`src/q4_block_dequantizer_unit_macros.svh`:
```
// Assertion macros for the block dequantizer
`ifndef Q4_BLOCK_DEQUANTIZER_UNIT_MACROS_SVH
`define Q4_BLOCK_DEQUANTIZER_UNIT_MACROS_SVH
`ifndef SYNTH
`define Q4_ASSERT_IMP(label, clk, rst_n, ante, cons) \
    label: assert property (@(posedge clk) disable iff (!rst_n) (ante) |-> (cons)) \
        else $error("assertion failed");
`define Q4_ASSERT_NXT(label, clk, rst_n, ante, cons) \
    label: assert property (@(posedge clk) disable iff (!rst_n) (ante) |=> (cons)) \
        else $error("assertion failed");
`else
`define Q4_ASSERT_IMP(label, clk, rst_n, ante, cons)
`define Q4_ASSERT_NXT(label, clk, rst_n, ante, cons)
`endif
`endif

```
`src/q4bd_pkg.sv`:
```
package q4bd_pkg;
    localparam int unsigned BlockValues = 32;
    localparam logic [3:0] NibbleBias = 4'd8;

    typedef struct packed {
        logic [15:0]  scale_half;
        logic [127:0] quant_bytes;
        logic [5:0]   value_count;
    } blk_t;

    typedef struct packed {
        logic [31:0] value_bits;
        logic [4:0]  value_index;
        logic        last_value;
    } res_t;

    // exact binary32 of sign * k * half magnitude, k in 0..8
    function automatic logic [31:0] scaled_bits(input logic sign, input logic [3:0] k,
                                                input logic [4:0] hexp,
                                                input logic [9:0] hman);
        logic [10:0] m;
        logic [13:0] prod;
        logic [3:0]  p;
        logic [7:0]  fexp;
        logic [22:0] fman;
        logic [36:0] sh;
        m = (hexp == 5'd0) ? {1'b0, hman} : {1'b1, hman};
        prod = 14'(m) * 14'(k);
        p = 4'd0;
        for (int b = 1; b < 14; b++)
        begin
            if (prod[b])
            begin
                p = 4'(b);
            end
        end
        // exponent: p + e + 127, e = hexp-25 (normal) or -24 (subnormal)
        fexp = (hexp == 5'd0) ? 8'(8'd103 + 8'(p)) : 8'(8'(hexp) + 8'd102 + 8'(p));
        sh = {23'd0, prod} << (5'd23 - 5'(p));
        fman = sh[22:0];
        if (prod == 14'd0)
        begin
            scaled_bits = {sign, 31'd0};
        end
        else
        begin
            scaled_bits = {sign, fexp, fman};
        end
    endfunction
endpackage

```
`src/q4bd_if.sv`:
```
interface q4bd_blk_if;
    import q4bd_pkg::*;
    logic         valid;
    logic         ready;
    logic [15:0]  scale_half;
    logic [63:0]  quant_bytes_lo;
    logic [63:0]  quant_bytes_hi;
    logic [5:0]   value_count;
    modport source (output valid, scale_half, quant_bytes_lo, quant_bytes_hi, value_count,
                    input ready);
    modport sink (input valid, scale_half, quant_bytes_lo, quant_bytes_hi, value_count,
                  output ready);
endinterface

interface q4bd_res_if;
    logic        valid;
    logic        ready;
    logic [31:0] value_bits;
    logic [4:0]  value_index;
    logic        last_value;
    modport source (output valid, value_bits, value_index, last_value, input ready);
    modport sink (input valid, value_bits, value_index, last_value, output ready);
endinterface

```
`src/q4bd_cell.sv`:
```
module q4bd_cell
    import q4bd_pkg::*;
(
    input  logic       clk,
    input  logic       load,
    input  logic       shift,
    input  logic [3:0] load_nib,
    input  logic [3:0] prev_nib,
    output logic [3:0] nib
);
    logic [3:0] nib_reg;
    logic [3:0] nib_next;

    always_comb
    begin
        nib_next = nib_reg;
        if (load)
        begin
            nib_next = load_nib;
        end
        else if (shift)
        begin
            nib_next = prev_nib;
        end
    end

    always_ff @(posedge clk)
    begin
        nib_reg <= nib_next;
    end

    assign nib = nib_reg;
endmodule

```
`src/q4_block_dequantizer_unit.sv`:
```
// Block dequantizer for 4-bit quantized weights.
// Input channel blk: one block per transaction (binary16 scale, 16 packed
// bytes, value_count). Output channel res: one binary32 value per
// transaction with its index and a last flag on the final one.
// A block loads into a row of 32 nibble cells; each output transaction
// shifts the row by one cell and the head cell feeds the scale multiplier.
// After a block is accepted, the busy flag is registered and the head cell
// then feeds the result register. Each block gives value_count values
// (1..32; counts above 32 give 32, zero gives none); the next block is
// accepted in the cycle the last value of the current one is taken, so
// blocks follow with no gap. A pending result holds, and the row stalls, while res.ready is low.
// Reset clears the busy and valid flags; the row contents are not reset.
// A NaN or infinite scale gives +0 for every value.
`include "q4_block_dequantizer_unit_macros.svh"
module q4_block_dequantizer_unit
    import q4bd_pkg::*;
(
    input  logic    clk,
    input  logic    rst_n,
    q4bd_blk_if.sink   blk,
    q4bd_res_if.source res
);
    logic [3:0]  nib [BlockValues];
    logic        busy_reg, busy_next;
    logic [5:0]  left_reg, left_next;
    logic [4:0]  idx_reg, idx_next;
    logic [15:0] scale_reg, scale_next;
    logic        out_valid_reg, out_valid_next;
    res_t        out_reg, out_next;
    logic        take, load, shift;
    logic [127:0] qb;
    logic [5:0]  cnt;
    logic        special;

    assign qb = {blk.quant_bytes_hi, blk.quant_bytes_lo};
    assign cnt = (blk.value_count > 6'd32) ? 6'd32 : blk.value_count;
    // produce a value when the output slot is free or being drained
    assign take = busy_reg && (!out_valid_reg || res.ready);
    assign blk.ready = !busy_reg || (take && left_reg == 6'd1);
    assign load = blk.valid && blk.ready && cnt != 6'd0;
    assign shift = take;
    assign special = scale_reg[14:10] == 5'h1F;

    for (genvar g = 0; g < BlockValues; g++)
    begin : g_row
        logic [3:0] prev;
        if (g == BlockValues - 1)
        begin : g_tail
            assign prev = 4'd0;
        end
        else
        begin : g_mid
            assign prev = nib[g + 1];
        end
        q4bd_cell u_cell (
            .clk(clk), .load(load), .shift(shift),
            .load_nib(qb[4*g +: 4]), .prev_nib(prev), .nib(nib[g])
        );
    end

    always_comb
    begin
        logic       neg;
        logic [3:0] k;
        busy_next = busy_reg;
        left_next = left_reg;
        idx_next = idx_reg;
        scale_next = scale_reg;
        out_valid_next = out_valid_reg;
        out_next = out_reg;
        neg = nib[0] < NibbleBias;
        k = neg ? 4'(NibbleBias - nib[0]) : 4'(nib[0] - NibbleBias);
        if (res.valid && res.ready)
        begin
            out_valid_next = 1'b0;
        end
        if (take)
        begin
            out_valid_next = 1'b1;
            out_next.value_bits = special ? 32'd0 :
                scaled_bits(scale_reg[15] ^ neg, k, scale_reg[14:10], scale_reg[9:0]);
            out_next.value_index = idx_reg;
            out_next.last_value = left_reg == 6'd1;
            idx_next = idx_reg + 5'd1;
            left_next = left_reg - 6'd1;
            if (left_reg == 6'd1)
            begin
                busy_next = 1'b0;
            end
        end
        if (load)
        begin
            busy_next = 1'b1;
            left_next = cnt;
            idx_next = 5'd0;
            scale_next = blk.scale_half;
        end
    end

    always_ff @(posedge clk or negedge rst_n)
    begin
        if (!rst_n)
        begin
            busy_reg <= 1'b0;
            out_valid_reg <= 1'b0;
            left_reg <= 6'd0;
            idx_reg <= 5'd0;
        end
        else
        begin
            busy_reg <= busy_next;
            out_valid_reg <= out_valid_next;
            left_reg <= left_next;
            idx_reg <= idx_next;
        end
    end

    always_ff @(posedge clk)
    begin
        scale_reg <= scale_next;
        out_reg <= out_next;
    end

    assign res.valid = out_valid_reg;
    assign res.value_bits = out_reg.value_bits;
    assign res.value_index = out_reg.value_index;
    assign res.last_value = out_reg.last_value;

    `Q4_ASSERT_IMP(a_busy_left, clk, rst_n, busy_reg, left_reg != 6'd0 && left_reg <= 6'd32)
    `Q4_ASSERT_NXT(a_load_busy, clk, rst_n, load, busy_reg && idx_reg == 5'd0)
    `Q4_ASSERT_IMP(a_no_take_idle, clk, rst_n, !busy_reg, !take)
    `Q4_ASSERT_NXT(a_last_frees, clk, rst_n, take && left_reg == 6'd1 && !load, !busy_reg)
endmodule
```
`src/flat_wrapper.sv`:
```
// flat-port wrapper written by rule: the top's interface ports become plain ports
module q4_block_dequantizer_unit_flat import q4bd_pkg::*;
  (clk, rst_n, blk_valid, blk_scale_half, blk_quant_bytes_lo, blk_quant_bytes_hi, blk_value_count, blk_ready, res_valid, res_value_bits, res_value_index, res_last_value, res_ready);
  q4bd_blk_if blk_i ();
  q4bd_res_if res_i ();
  input  logic clk;
  input  logic rst_n;
  input wire logic [$bits(blk_i.valid)-1:0] blk_valid;
  input wire logic [$bits(blk_i.scale_half)-1:0] blk_scale_half;
  input wire logic [$bits(blk_i.quant_bytes_lo)-1:0] blk_quant_bytes_lo;
  input wire logic [$bits(blk_i.quant_bytes_hi)-1:0] blk_quant_bytes_hi;
  input wire logic [$bits(blk_i.value_count)-1:0] blk_value_count;
  output wire logic [$bits(blk_i.ready)-1:0] blk_ready;
  output wire logic [$bits(res_i.valid)-1:0] res_valid;
  output wire logic [$bits(res_i.value_bits)-1:0] res_value_bits;
  output wire logic [$bits(res_i.value_index)-1:0] res_value_index;
  output wire logic [$bits(res_i.last_value)-1:0] res_last_value;
  input wire logic [$bits(res_i.ready)-1:0] res_ready;
  assign blk_i.valid = blk_valid;
  assign blk_i.scale_half = blk_scale_half;
  assign blk_i.quant_bytes_lo = blk_quant_bytes_lo;
  assign blk_i.quant_bytes_hi = blk_quant_bytes_hi;
  assign blk_i.value_count = blk_value_count;
  assign blk_ready = blk_i.ready;
  assign res_valid = res_i.valid;
  assign res_value_bits = res_i.value_bits;
  assign res_value_index = res_i.value_index;
  assign res_last_value = res_i.last_value;
  assign res_i.ready = res_ready;
  q4_block_dequantizer_unit u_core (.clk(clk), .rst_n(rst_n), .blk(blk_i), .res(res_i));
endmodule
```
`config.mk`:
```
export PLATFORM = sky130hd
export DESIGN_NAME = q4_block_dequantizer_unit_flat
export DESIGN_NICKNAME = d
export VERILOG_FILES = /design/src/q4bd_pkg.sv /design/src/q4bd_if.sv /design/src/q4bd_cell.sv /design/src/q4_block_dequantizer_unit.sv /design/src/flat_wrapper.sv
export VERILOG_INCLUDE_DIRS = /design/src /design/src/src
export SDC_FILE = /design/constraint.sdc
export NUM_CORES = 1
export LEC_CHECK = 0
export BUFFER_PORTS_ARGS = -buffer_cell sky130_fd_sc_hd__buf_2
export CORE_MARGIN = 5
export CORE_UTILIZATION = 51
export DETAILED_ROUTE_END_ITERATION = 6
export GPL_TIMING_DRIVEN = 0
export HOLD_SLACK_MARGIN = 0.1
export PLACE_DENSITY_LB_ADDON = 0.25
export SLEW_MARGIN = 20
export SYNTH_ARGS = -nofsm -noshare
export SYNTH_HDL_FRONTEND = slang
export SYNTH_SLANG_ARGS = --single-unit
```
`constraint.sdc`:
```
create_clock -name clk -period 6.1 [get_ports clk]
set_input_delay 0.305 -clock clk [delete_from_list [all_inputs] [get_ports clk]]
set_output_delay 0.305 -clock clk [all_outputs]
set_load 0.01 [all_outputs]
```
==> flow_summary.toml <==
[synth]
avgSynthCellArea_um2 = 13.3
syn_inst = 784
yosysMostFrequentCell = "edfxtp_1"
synth_ff_type = "edfxtp_1"
synth_top_area_cell = "edfxtp_1"
synthTopCellsByArea = "edfxtp_1 (52%), mux2_2 (14%), fa_1 (3.6%), ha_1 (3.6%), dfrtp_1 (3.1%)"
synth_common_cells = "edfxtp_1 (182), mux2_2 (127), inv_1 (43), nand2_1 (34), nor2_1 (31)"
synth_top_area_share_pct = 52.4
synth_edf_count = 182
ys_ff_latch = 195
synth-seq-area-share_pct = 55.6
yosysUniqueCellTypes = 77
async_flop_share_pct = 6.67
synth_area_um2 = 10400
ys_warn_count = 0

[die]
fp.dieH_um = 153
fp.coreArea_um2 = 20200
initial_core_util_pct = 51.7
dieArea_um2 = 23400
ioPinCount = 194
num_rows = 52
die_w_um = 153

[pwr]
vdd_drop_max_mv = 0.384
finalPower_w = 0.00827
switching_share_pct = 41.2
p_per_area_nw_per_um2 = 622
internal-power_w = 0.00486
comb_power_share_pct = 59.7
switchingPower_w = 0.00341
pwr-share-clk_pct = 14.4
leakage_nw = 5.31
seqPwrFrac_pct = 25.9

[drt]
drt-pass1-iter-count = 5
routed_wl_mm = 23.8
drcViolationCount = 0
via_per_inst = 5.38
postRouteAntennaNets = 0
num_vias = 7219
avgRoutedWirePerCell_um = 17.7
drt_iter0_drc = 463

[worst_setup_path]
critPathMaxFanout = 8
cp_data_arrival_time_ns = 6.17
worstPathRequired_ns = 6.26
path_class = "reg -> reg"
crit_start = "u_core.g_row[0].u_cell.nib[0]"
start_kind = "flop"
cp-end-kind = "flop"
rr_startpoint = "u_core.g_row[0].u_cell.nib[0]"

[layout]
layout.nets = 1260
area.sequential_um2 = 5790
multi_input_area_um2 = 4700
syn_to_final_growth_pct = 27.6
utilization_pct = 65.9
largest_reg_flops = 128
num-fill-cells = 1492
drive_above_1_share_pct = 43.8
fin_area_um2 = 13300

[clocking]
cts.clk_slew.worst_paths_ns = 0.08
htree_levels = 4
clock_sinks = 195
ctsRootBufferMaster = "clkbuf_16"
cts_tree = "yes"
clock_latency_ns = 0.44
cts_max_path_buffers = 2
numCtsBuffers = 17

[placed_design]
postPlaceCellArea_um2 = 11800
dpl.hpwl_mm = 16.9
portBuffers = 193
finalWeightedCongestion = 0.927

[sta]
finalSetupViolCount = 0
hold_ws_ns = 0.125
post-route-period-util_pct = 98.7
drv_slew = 0
finalClockSkew_ns = 0.0113
max-slew-margin-rel_pct = 38.0
fmax_ghz = 0.166
final.min_clock_period_ns = 6.02
finalHoldViolations = 0
worst_slew_pin_slew_ns = 0.931

[global_route]
grt_pass1_vias = 7505
antenna_found_initial = 10
grt_remaining_overflow = 0
grt_max_degree = 51
grt_pass1_wl_mm = 37.8
track_usage_pct = 20.1

[status]
status = "finished clean"

[hold_path]
hold_class = "in -> reg"
hold_path_startpoint = "blk_value_count[4]"

[flow_run]
drv_cap = 0
==> layout by cell type (no fill, tap or decap), types with 11 or more instances in the layout <==
master / n
a21oi_1: 21
inv_1: 40
clkbuf_16: 17
clkbuf_1: 15
xnor2_1: 12
mux2_2: 127
nor3_1: 11
dlygate4sd3_1: 17
and2_1: 20
dfrtp_1: 13
buf_2: 197
fa_1: 17
nor2b_1: 20
edfxtp_1: 182
nand2_1: 32
buf_4: 34
ha_1: 23
o21ai_0: 23
nor2_1: 30
nand3_1: 15
==> power by group through the flow <==
stage          Sequential (W)  Combinational (W)  Clock (W)
5_1_grt               0.00217            0.00541    0.00128
4_1_cts               0.00214            0.00427    0.00122
3_3_place_gp          0.00217            0.00396          0
6_report              0.00214            0.00494    0.00119
3_5_place_dp          0.00217            0.00397          0
2_1_floorplan         0.00219            0.00297          0
==> logic make-up (layout without fill, tap and decap cells) <==
logic type | Yosys count | after routing | share of synthesized area, %
flops | 195 | 195 | 55.6
simple gates | 176 | 176 | 9.12
mux | 133 | 133 | 14.4
compound gates | 128 | 128 | 8.51
buf+inv | 77 | 354 | 2.88
fa+ha+maj | 49 | 49 | 7.25
xor+xnor | 25 | 25 | 2.28
other cells | 1 | 13 | 0.0360
==> layout make-up <==
| type | count | area share, % |
|---|---|---|
| Buffer | 29 | 1.31 |
| Timing Repair Buffer | 247 | 11.0 |
| Clock buffer | 17 | 3.20 |
| Tap cell | 270 | 2.54 |
| Inverter | 46 | 1.39 |
| Multi-Input combinational cell | 521 | 35.3 |
| Clock inverter | 15 | 1.63 |
| Antenna cell | 3 | 0.0565 |
| Sequential cell | 195 | 43.6 |
==> through the flow <==
stage	setup WS (ns)	setup TNS, ns	std cells
5_1_grt	-0.130	-0.482	1343
2_1_floorplan	0.0686	0	793
6_report	0.0822	0	1343
4_1_cts	0.00169	0	1318
3_3_place_gp	-1.04	-8.44	1256
3_5_place_dp	-1.11	-8.27	1258
==> worst paths after layout <==
kind,depth (start not counted),slack [ns],end
hold / removal,3,0.13,u_core.left_reg[4]
setup / recovery,26,0.08,u_core.res.value_bits[28]
hold reg to reg,0,0.48,u_core.res.value_index[4]
max in group asynchronous,2,5.55,u_core.left_reg[1]
setup reg to reg,26,0.08,u_core.res.value_bits[28]
min in group asynchronous,2,0.30,u_core.idx_reg[3]
==> metal layers <==
metal	GRT usage, %	routed length [um]	share of wire (%)	vias up
met2	34.1	11900	50	217
li1	-	-	-	3453
met1	23.2	9300	39	3480
met5	0	69	0.29	-
met3	8.31	1980	8.3	55
met4	6.41	597	2.5	14
==> worst max-delay path, stage by stage, from the launching register on <==
cell	delay, ns
edfxtp_1	0.47
clkbuf_8	0.18
inv_1	0.06
ha_1	0.14
nor2_1	0.05
xnor2_1	0.27
clkbuf_8	0.22
nand2b_4	0.12
fa_1	0.42
fa_1	0.51
inv_2	0.05
fa_2	0.42
a211oi_4	0.38
o21ai_4	0.13
and4bb_2	0.29
a211oi_4	0.28
and2_4	0.26
nand2_8	0.08
ha_1	0.28
inv_1	0.09
ha_4	0.14
inv_2	0.04
fa_2	0.41
inv_2	0.06
a21oi_1	0.06
o21bai_1	0.20
a21oi_1	0.11
==> what timing repair did <==
action / in CTS / in global routing
resized for setup: 36 / 55
hold endpoints to repair: 29 / 0
setup endpoints to repair: 20 / 7
pin swaps: 7 / 27
gates cloned: 1 / 0
hold buffers: 17 / 0
setup buffers: 11 / 23
Note: power is estimated with default switching activity, not from simulation.
